**src/rtl/core/i2cbe_pkg.sv**
```systemverilog
// Shared types, codes and phase tables of the I2C master bit engine.
`default_nettype none

package i2cbe_pkg;

   localparam int BITS_PER_BYTE = 8;
   localparam logic [15:0] PHASE_TICKS_RESET = 16'd10;

   // Command codes; IDLE marks no command running
   typedef enum logic [2:0] {
      ACT_START = 3'd0,
      ACT_STOP  = 3'd1,
      ACT_WRITE = 3'd2,
      ACT_READ  = 3'd3,
      ACT_SACK  = 3'd4,
      ACT_RACK  = 3'd5,
      ACT_IDLE  = 3'd7
   } action_type;

   // Bit slot within a byte phase group; write: drive SDA / raise SCL / lower SCL
   typedef enum logic [1:0] {
      SLOT_FIRST  = 2'd0,
      SLOT_MIDDLE = 2'd1,
      SLOT_LAST   = 2'd2
   } slot_type;

   // Engine state carried from tick to tick
   typedef struct packed {
      action_type  act;
      logic [4:0]  phase;
      logic [15:0] tick;
      slot_type    slot;
      logic [2:0]  bit_idx;
      logic [7:0]  shift;
      logic        scl;
      logic        sda;
      logic        ack;
      logic [7:0]  read_hold;
      logic        sack_level;
   } engine_state_type;

   // One input beat
   typedef struct packed {
      logic       cmd_valid;
      logic [2:0] action;
      logic [7:0] write_byte;
      logic       ack_level;
      logic       sda_in;
   } tick_type;

   // One result beat
   typedef struct packed {
      logic       scl_level;
      logic       sda_level;
      logic       busy_res;
      logic       done_res;
      logic [7:0] read_byte;
      logic       ack_received;
      logic       cmd_ignored;
   } result_type;

   localparam engine_state_type STATE_RESET = '{
      act:        ACT_IDLE,
      phase:      5'd0,
      tick:       16'd0,
      slot:       SLOT_FIRST,
      bit_idx:    3'd0,
      shift:      8'd0,
      scl:        1'b1,
      sda:        1'b1,
      ack:        1'b0,
      read_hold:  8'd0,
      sack_level: 1'b1
   };

   // Number of pin phases in each command
   function automatic logic [4:0] phase_total(input action_type act);
      logic [4:0] total;
      unique case (act)
         ACT_START: total = 5'd4;
         ACT_STOP:  total = 5'd3;
         ACT_WRITE: total = 5'(3 * BITS_PER_BYTE);
         ACT_READ:  total = 5'(1 + 3 * BITS_PER_BYTE);
         ACT_SACK:  total = 5'd3;
         ACT_RACK:  total = 5'd4;
         default:   total = 5'd0;
      endcase
      return total;
   endfunction

endpackage

`default_nettype wire

```
**src/rtl/core/i2cbe_step.sv**
```systemverilog
// One tick of the I2C bit engine: next state and result from current state.
`default_nettype none

module i2cbe_step (
   input  wire  i2cbe_pkg::engine_state_type cur_state,
   input  wire  i2cbe_pkg::tick_type         tick_beat,
   input  wire  logic [15:0]                 phase_ticks,
   output       i2cbe_pkg::engine_state_type nxt_state,
   output       i2cbe_pkg::result_type       result
);
   import i2cbe_pkg::*;

   logic [15:0] phase_len;
   logic [16:0] tick_inc;
   logic [4:0]  k;
   logic        run;
   logic        done;
   logic        ignored;
   logic [2:0]  bit_pos;

   always_comb begin
      nxt_state = cur_state;
      done      = 1'b0;
      ignored   = 1'b0;
      run       = 1'b0;
      k         = cur_state.phase;
      phase_len = (phase_ticks == 16'd0) ? 16'd1 : phase_ticks;
      tick_inc  = {1'b0, cur_state.tick} + 17'd1;

      // Running command: count ticks, step to next phase at phase end
      if (cur_state.act != ACT_IDLE) begin
         ignored = tick_beat.cmd_valid;
         if (tick_inc >= {1'b0, phase_len}) begin
            nxt_state.tick  = 16'd0;
            k               = cur_state.phase + 5'd1;
            nxt_state.phase = k;
            if (cur_state.slot == SLOT_LAST) begin
               nxt_state.slot    = SLOT_FIRST;
               nxt_state.bit_idx = cur_state.bit_idx + 3'd1;
            end else begin
               nxt_state.slot = slot_type'(cur_state.slot + 2'd1);
            end
            if (k >= phase_total(cur_state.act)) begin
               if (cur_state.act == ACT_READ) nxt_state.read_hold = cur_state.shift;
               done            = 1'b1;
               nxt_state.act   = ACT_IDLE;
               nxt_state.phase = 5'd0;
            end else begin
               run = 1'b1;
            end
         end else begin
            nxt_state.tick = tick_inc[15:0];
         end
      // Idle: take a legal command, drop an unknown one
      end else if (tick_beat.cmd_valid) begin
         if (tick_beat.action <= 3'(ACT_RACK)) begin
            nxt_state.act   = action_type'(tick_beat.action);
            nxt_state.phase = 5'd0;
            nxt_state.tick  = 16'd0;
            k               = 5'd0;
            if (action_type'(tick_beat.action) == ACT_WRITE) begin
               nxt_state.shift   = tick_beat.write_byte;
               nxt_state.slot    = SLOT_FIRST;
               nxt_state.bit_idx = 3'd0;
            end else begin
               // read: the SDA release phase precedes bit 0, so wrap into it
               if (action_type'(tick_beat.action) == ACT_READ) nxt_state.shift = 8'd0;
               nxt_state.slot    = SLOT_LAST;
               nxt_state.bit_idx = 3'd7;
            end
            if (action_type'(tick_beat.action) == ACT_SACK) begin
               nxt_state.sack_level = tick_beat.ack_level;
            end
            run = 1'b1;
         end else begin
            ignored = 1'b1;
         end
      end

      // Pin action of the phase just entered; MSB first
      bit_pos = 3'd7 - nxt_state.bit_idx;
      if (run) begin
         case (nxt_state.act)
            ACT_START: begin
               if (k == 5'd0)      nxt_state.sda = 1'b1;
               else if (k == 5'd1) nxt_state.scl = 1'b1;
               else if (k == 5'd2) nxt_state.sda = 1'b0;
               else                nxt_state.scl = 1'b0;
            end
            ACT_STOP: begin
               if (k == 5'd0)      nxt_state.sda = 1'b0;
               else if (k == 5'd1) nxt_state.scl = 1'b1;
               else                nxt_state.sda = 1'b1;
            end
            ACT_WRITE: begin
               if (nxt_state.slot == SLOT_FIRST)       nxt_state.sda = nxt_state.shift[bit_pos];
               else if (nxt_state.slot == SLOT_MIDDLE) nxt_state.scl = 1'b1;
               else                                    nxt_state.scl = 1'b0;
            end
            ACT_READ: begin
               if (k == 5'd0) begin
                  nxt_state.sda = 1'b1;
               end else if (nxt_state.slot == SLOT_FIRST) begin
                  nxt_state.scl = 1'b1;
               end else if (nxt_state.slot == SLOT_MIDDLE) begin
                  if (tick_beat.sda_in) nxt_state.shift[bit_pos] = 1'b1;
               end else begin
                  nxt_state.scl = 1'b0;
               end
            end
            ACT_SACK: begin
               if (k == 5'd0)      nxt_state.sda = nxt_state.sack_level;
               else if (k == 5'd1) nxt_state.scl = 1'b1;
               else                nxt_state.scl = 1'b0;
            end
            ACT_RACK: begin
               if (k == 5'd0)      nxt_state.sda = 1'b1;
               else if (k == 5'd1) nxt_state.scl = 1'b1;
               else if (k == 5'd2) nxt_state.ack = tick_beat.sda_in;
               else                nxt_state.scl = 1'b0;
            end
            default: ;
         endcase
      end

      // Result beat reflects the state after this tick
      result.scl_level    = nxt_state.scl;
      result.sda_level    = nxt_state.sda;
      result.busy_res     = (nxt_state.act != ACT_IDLE);
      result.done_res     = done;
      result.read_byte    = nxt_state.read_hold;
      result.ack_received = nxt_state.ack;
      result.cmd_ignored  = ignored;
   end

endmodule

`default_nettype wire

```
**src/rtl/core/i2c_master_bit_engine_unit.sv**
```systemverilog
// Top level of the I2C master bit engine: handshakes, registers and config.
//
// Each request beat is one time tick, optionally carrying a command (start, stop,
// write byte, read byte, send ack, receive ack); each tick yields exactly one
// response beat with the open-drain SCL/SDA drive levels, busy, a done pulse,
// the last read byte, the last received ack and a dropped-command flag. Ticks
// are taken one per clock cycle unless rsp_stall holds back the response: a tick
// is captured in an input register, then one short combinational step updates
// the engine state and loads the response register. The input register keeps
// taking beats while a response waits under rsp_stall, until it holds one.
// csr_wdata sets the pin phase length in ticks (0 acts as 1, reset 10); write it
// only while the engine is idle.
`default_nettype none

module i2c_master_bit_engine_unit (
   input  wire  logic        clock,
   input  wire  logic        reset,
   // tick input
   input  wire  logic        req_valid,
   output       logic        req_stall,
   input  wire  logic        req_cmd_valid,
   input  wire  logic [2:0]  req_action,
   input  wire  logic [7:0]  req_write_byte,
   input  wire  logic        req_ack_level,
   input  wire  logic        req_sda_in,
   // result output
   output       logic        rsp_valid,
   input  wire  logic        rsp_stall,
   output       logic        rsp_scl_level,
   output       logic        rsp_sda_level,
   output       logic        rsp_busy_res,
   output       logic        rsp_done_res,
   output       logic [7:0]  rsp_read_byte,
   output       logic        rsp_ack_received,
   output       logic        rsp_cmd_ignored,
   // phase length register
   input  wire  logic        csr_valid,
   output       logic        csr_ready,
   input  wire  logic [15:0] csr_wdata
);
   import i2cbe_pkg::*;

   logic             in_valid_ff, in_valid_in;
   tick_type         in_beat_ff;
   logic             out_valid_ff, out_valid_in;
   result_type       out_beat_ff;
   engine_state_type state_ff, state_in;
   result_type       step_result;
   logic [15:0]      phase_ticks_ff;
   logic             fire;
   logic             load;

   // Flow control: step fires when the response register is free or draining
   assign fire        = in_valid_ff && (!out_valid_ff || !rsp_stall);
   assign req_stall   = in_valid_ff && !fire;
   assign load        = req_valid && !req_stall;
   assign in_valid_in = load ? 1'b1 : (fire ? 1'b0 : in_valid_ff);
   assign out_valid_in = fire ? 1'b1 : (rsp_stall ? out_valid_ff : 1'b0);
   assign csr_ready   = 1'b1;

   i2cbe_step u_step (
      .cur_state   (state_ff),
      .tick_beat   (in_beat_ff),
      .phase_ticks (phase_ticks_ff),
      .nxt_state   (state_in),
      .result      (step_result)
   );

   // Control registers
   always_ff @(posedge clock) begin
      if (reset) begin
         in_valid_ff    <= 1'b0;
         out_valid_ff   <= 1'b0;
         state_ff       <= STATE_RESET;
         phase_ticks_ff <= PHASE_TICKS_RESET;
      end else begin
         in_valid_ff  <= in_valid_in;
         out_valid_ff <= out_valid_in;
         if (fire) state_ff <= state_in;
         if (csr_valid && csr_ready) phase_ticks_ff <= csr_wdata;
      end
   end

   // Payload registers
   always_ff @(posedge clock) begin
      if (load) begin
         in_beat_ff.cmd_valid  <= req_cmd_valid;
         in_beat_ff.action     <= req_action;
         in_beat_ff.write_byte <= req_write_byte;
         in_beat_ff.ack_level  <= req_ack_level;
         in_beat_ff.sda_in     <= req_sda_in;
      end
      if (fire) out_beat_ff <= step_result;
   end

   assign rsp_valid        = out_valid_ff;
   assign rsp_scl_level    = out_beat_ff.scl_level;
   assign rsp_sda_level    = out_beat_ff.sda_level;
   assign rsp_busy_res     = out_beat_ff.busy_res;
   assign rsp_done_res     = out_beat_ff.done_res;
   assign rsp_read_byte    = out_beat_ff.read_byte;
   assign rsp_ack_received = out_beat_ff.ack_received;
   assign rsp_cmd_ignored  = out_beat_ff.cmd_ignored;

endmodule

`default_nettype wire

```
**config.mk**
```make
export PLATFORM = sky130hd
export DESIGN_NAME = i2c_master_bit_engine_unit
export DESIGN_NICKNAME = d
export VERILOG_FILES = /design/src/rtl/core/i2cbe_pkg.sv /design/src/rtl/core/i2cbe_step.sv /design/src/rtl/core/i2c_master_bit_engine_unit.sv
export SDC_FILE = /design/constraint.sdc
export NUM_CORES = 1
export LEC_CHECK = 0
export BUFFER_PORTS_ARGS = -buffer_cell sky130_fd_sc_hd__buf_4
export CAP_MARGIN = 30
export CORE_ASPECT_RATIO = 1.2
export CORE_UTILIZATION = 40
export DETAILED_ROUTE_END_ITERATION = 8
export HOLD_SLACK_MARGIN = 0.05
export PLACE_DENSITY = 0.57
export SLEW_MARGIN = 15
export SYNTH_ARGS = -nofsm -noshare
export SYNTH_HDL_FRONTEND = slang
export SYNTH_SLANG_ARGS = --single-unit
```
**constraint.sdc**
```tcl
create_clock -name clock -period 3.76 [get_ports clock]
set_input_delay 0.188 -clock clock [delete_from_list [all_inputs] [get_ports clock]]
set_output_delay 0.188 -clock clock [all_outputs]
set_load 0.01 [all_outputs]
```
== Word level (Yosys, flattened, before mapping) ==
Index checks and enable logic that the tools add are counted.
Word-level totals
  flip-flop bits (word level): 95
  bits in latches: 0
  bits in writable memories: 0
  memory bits (read-only): 0
  bits of input ports: 35
  output and inout port bits: 17
  memories: 0
Cells by class
  add/sub/neg operators: 5
  multipliers: 0
  divide/modulo/power cells: 0
  magnitude comparators: 5
  equality and inequality tests: 21
  shift operators: 0
  mux-type cells: 75
  bitwise operators: 1
  reductions and logical operators: 22
Operator list (number)
  $mux W8: 12
  $mux W37: 2
  $mux W1: 42
  $mux W5: 7
  $mux W16: 2
  $mux W29: 1
  $pmux W5 S4: 1
  $eq A3 B2 Y1 const B: 6
  $add A16 B1 Y17 const B: 1
  $ge A17 B16 Y1: 1
  $logic_not A16 Y1: 1
  $eq A3 B3 Y1 const B: 5
  $mux W13: 1
  $pmux W2 S6: 1
  $mux W11: 1
  $mux W9: 1
  $or A8 B8 Y8: 1
  $eq A3 B1 Y1 const B: 2
  $logic_not A3 Y1: 2
  $ne A3 B3 Y1 const B: 2
  $reduce_bool A2 Y1: 3
  $add A5 B1 Y5 const B: 1
  $eq A5 B1 Y1 const B: 1
  $eq A5 B2 Y1 const B: 1
  24 further kinds: 31

== Logic depth before layout (Yosys ltp) ==
  depth in word-level cells: 21
  mapped depth: 19
  gate-level depth less buffers: 18

== Modules after synthesis ==
A second synthesis with hierarchy kept.
Second synthesis, totals
  cells, all modules: 693
  area, all modules: 6259.8 um^2
Modules (own cells, without submodules)
  i2c_master_bit_engine_unit: instances 1, cells an instance 305, area each 3718.6 um^2
  i2cbe_step: instances 1, cells an instance 388, area each 2541.2 um^2

== Worst setup path after synthesis ==
Ideal clock, no wire load.
  path kind: flip-flop to flip-flop
  start: reg state_ff[25] in the netlist's numbering
  end: reg out_beat_ff, in the netlist rsp_sda_level, data pin
  arrival time: 3.629 ns
  data required time: 3.499 ns
  path slack: -0.131 ns
  cell stages (with the launch flop): 18
  period minus slack after synthesis: 3.891 ns
  cell sequence: dfxtp_1 -> ha_1 -> nand3_1 -> nor3_1 -> nand2_1 -> xnor2_1 -> ha_1 -> a21o_1 -> a21o_1 -> a41o_1 -> a211o_1 -> buf_6 -> o311ai_4 -> mux2_2 -> mux2i_1 -> mux2i_4 -> a31oi_1 -> a21oi_1
RTL lines
  start, declared: RTL line i2c_master_bit_engine_unit.sv:47  | engine_state_type state_ff, state_in;
  start signal, assigned: RTL line i2c_master_bit_engine_unit.sv:79  | if (fire) state_ff <= state_in;
  end signal, assigned: RTL line i2c_master_bit_engine_unit.sv:93  | if (fire) out_beat_ff <= step_result;
  end, declared: RTL line i2c_master_bit_engine_unit.sv:46  | result_type out_beat_ff;

==> flow_summary.json <==
{
  "die_y_um": 126,
  "ir_drop_v": 0.000287,
  "setup_violations": 11,
  "drc": 2,
  "drtIter0Drc": 230,
  "worst_slack_ps": -158,
  "yosysSeqAreaShare": 0.423,
  "rrSetupSlack_ps": -160,
  "cts_max_path_buffers": 2,
  "fin_crit_sh": 1.04,
  "syn-num-nets": 630,
  "violations": "design-rule violations, negative setup slack",
  "cts_tree": "yes",
  "syn_to_final_growth_pct": 41.4,
  "skew_ps": 10.6,
  "routed-wl-met2_um": 7820,
  "h-tree-depth": 3,
  "ioPinCount": 52,
  "hold_viol": 0,
  "post-route-cell-area_sq_um": 7300,
  "drv_cap": 0,
  "vias": 4827,
  "io_buffers": 50,
  "globalRoute.totalOverflow": 0,
  "post-synth-top-area-cell": "dfxtp_1",
  "clockRootBuffer": "clkbuf_16",
  "status": "finished, violations left",
  "fp-row-count": 45,
  "cp_cell_sequence": "nand4_1 -> buf_4 -> nor3_4 -> nand2_2 -> xnor2_2 -> ha_1 -> a21o_1 -> a21o_1 -> a41o_4 -> a211o_4 -> nand2_1 -> o22a_1 -> buf_4 -> a21oi_1 -> o22ai_1 -> nand4_1 -> a31oi_4 -> a21oi_1",
  "netlist_top_cells_area": "dfxtp_1 (26%), edfxtp_1 (16%), nor2_1 (6.1%)",
  "avgViaCountPerCell": 5.40,
  "critPathArrivalTime_ps": 4030,
  "synth-edff-count": 28,
  "nets": 784,
  "yosysUniqueCellTypes": 67,
  "worst_ep_required_time_ps": 3880,
  "end_kind": "flip-flop",
  "synth_ff_type": "dfxtp_1",
  "timing.slew.headroom": 0.527,
  "met3_length_um": 508,
  "netlist_instances": 571,
  "slew_viol_final": 0,
  "clock-sinks": 95,
  "final_antenna_net_count": 0,
  "reg2reg_from": "state_ff[34]",
  "post_drt_wl_per_cell_um": 16.6,
  "core_area_sq_um": 12600,
  "top_layer": "met4",
  "cts_inserted_buffers": 9,
  "drive_above_1_share": 0.348,
  "path_max_fanout": 5,
  "routed_wl_um": 14800,
  "place.gp.congestion": 0.876,
  "worstReg2RegEnd": "rsp_sda_level",
  "cpPeakStageDelay_ps": 380,
  "clk_pin_slew_ps": 80,
  "grt_use_total": 0.223,
  "reg2reg_depth": 18,
  "antenna_found_initial": 0,
  "fin_crit_ps": 3920,
  "synth_seq_cells": 95,
  "hp-class": "input pin to flip-flop",
  "die_w_um": 106,
  "critPathLaunchType": "flip-flop",
  "start_util": 0.409,
  "syn_area_per_cell_sq_um": 9.04,
  "rsz0062_at_grt": "yes",
  "met1_length_um": 6370,
  "antenna_cells": 0,
  "clk_latency_ps": 360,
  "placed_area_sq_um": 6260,
  "netlist_area_sq_um": 5160,
  "powerDensity_nw_per_um2": 355,
  "yosysTopAreaCellShare": 0.260,
  "grt_max_degree": 54,
  "p_total_mw": 2.59,
  "hpwl_um": 10300,
  "async_flop_share": 0,
  "utilization": 0.579,
  "dieArea_sq_um": 13400,
  "clock.fmax_mhz": 255,
  "tightest_slew_ps": 710,
  "endpoint": "rsp_sda_level",
  "cp_slowest_cell": "a211o_4",
  "first_global_vias": 4618,
  "path_class": "flip-flop to flip-flop",
  "power_leakage_nw": 3.08,
  "ys_warn_count": 0,
  "grt_pass1_wl_um": 23200,
  "crit_start": "state_ff[34]",
  "drtPass1Iterations": 9
}
## metrics by stage
step / cells / setup WS, ps / hold WS, ps / TNS [ps]
2_1_floorplan: 571 / 9.42 / 287 / 0
3_3_place_gp: 836 / -282 / 366 / -2700
3_5_place_dp: 837 / -270 / 367 / -3250
4_1_cts: 882 / -60.3 / 52.3 / -107
5_1_grt: 894 / -336 / 53.7 / -3320
6_report: 894 / -158 / 56.4 / -690
## cell usage in the layout (no fill, tap or decap), types with 4 or more instances in the layout
cell type	netlist	layout
o211ai_1	10	10
nand3_1	17	14
nor2_1	84	76
nor3_2	1	4
mux2i_4	1	4
xnor2_2	0	5
nand2_1	41	37
o21a_1	4	4
a22oi_1	15	15
mux2i_1	22	19
dlygate4sd3_1	0	17
a21oi_1	42	40
xnor2_1	13	8
mux2_2	11	8
nor4_1	5	4
inv_1	24	24
buf_6	1	5
a21o_1	5	5
nand2b_1	6	5
buf_4	1	146
nor2_4	0	6
ha_1	24	22
o21ai_0	19	17
clkbuf_16	0	9
dfxtp_2	0	7
a22o_1	6	6
edfxtp_1	28	28
nor2b_1	6	5
nor3_1	20	16
and2_1	6	5
dfxtp_1	67	58
nand4_1	7	7
## synthesized netlist by cell type (6+ instances only)
library cell	instances
nor2b_1	6
mux2i_1	22
a21oi_1	42
inv_1	24
nand4_1	7
a22o_1	6
xnor2_1	13
a22oi_1	15
ha_1	24
nor3_1	20
o211ai_1	10
nand2_1	41
dfxtp_1	67
clkbuf_1	19
edfxtp_1	28
and2_1	6
nand3_1	17
o21ai_0	19
nand2b_1	6
mux2_2	11
nor2_1	84
## final cells by class
cell class              instances  area (sq um)
well taps                     164           205
inverters                      24          90.1
fillers                      1102          5310
flip-flops and latches         95          2200
multi-input cells             427          3190
repair buffers                168          1320
clock buffers                   9           225
clock inverters                 7          72.6
## how the worst min path moves through the flow
stage	slack (ps)	from	cells after the start	endpoint
2_1_floorplan	290	req_sda_in	0	in_beat_ff[0]
3_3_place_gp	370	req_write_byte[3]	1	in_beat_ff[5]
3_5_place_dp	370	req_write_byte[2]	1	in_beat_ff[4]
4_1_cts	50	csr_wdata[1]	3	phase_ticks_ff[1]
5_1_grt	50	csr_wdata[1]	3	phase_ticks_ff[1]
6_report	60	req_valid	2	in_valid_ff
## power by group
part / switching, mW / total (mW) / internal (mW) / leakage (nW)
logic: 0.276 / 0.526 / 0.249 / 2.12
clock network: 0.451 / 0.921 / 0.470 / 0.143
registers: 0.0388 / 1.14 / 1.11 / 0.818
total: 0.766 / 2.59 / 1.82 / 3.08
## layer usage
metal	vias up	track usage
li1	2389	-
met1	2329	0.268
met2	99	0.407
met3	10	0.0406
met4	0	0.0596
met5	-	0
## state kept, by name, summed over array words and instances, names as in the netlist
name,cells
in_beat_ff,14
rsp_read_byte,8
rsp_valid,1
rsp_busy_res,1
rsp_scl_level,1
in_valid_ff,1
rsp_cmd_ignored,1
phase_ticks_ff,16
rsp_ack_received,1
rsp_sda_level,1
rsp_done_res,1
state_ff,49
## kinds of logic after synthesis
logic type      count (synthesis)  synth area share
simple gates                  211             0.193
compound gates                138             0.185
flops                          95             0.423
buf+inv                        50            0.0393
mux                            34            0.0710
fa+ha+maj                      24            0.0582
xor+xnor                       18            0.0305
other cells                     1          0.000726
## worst max-delay path: cells and delay by family, from the launching register on
| family | cells | cell delay [ps] |
|---|---|---|
| AOI/OAI and AO/OA | 9 | 1750 |
| xor gates and xnor gates | 1 | 190 |
| adders and majority gates | 1 | 260 |
| buffers and inverters | 2 | 320 |
| DFF | 1 | 340 |
| and+or+nand+nor | 5 | 810 |
## timing repair
action / in CTS / in global routing
gates resized for setup: 52 / 31
hold buffers: 17 / 0
endpoints found under the setup margin: 15 / 14
cloned: 1 / 0
pin swaps: 22 / 37
buffers inserted: 11 / 13
endpoints found under the hold margin: 17 / 0
Power figures use the tool's default switching activity.
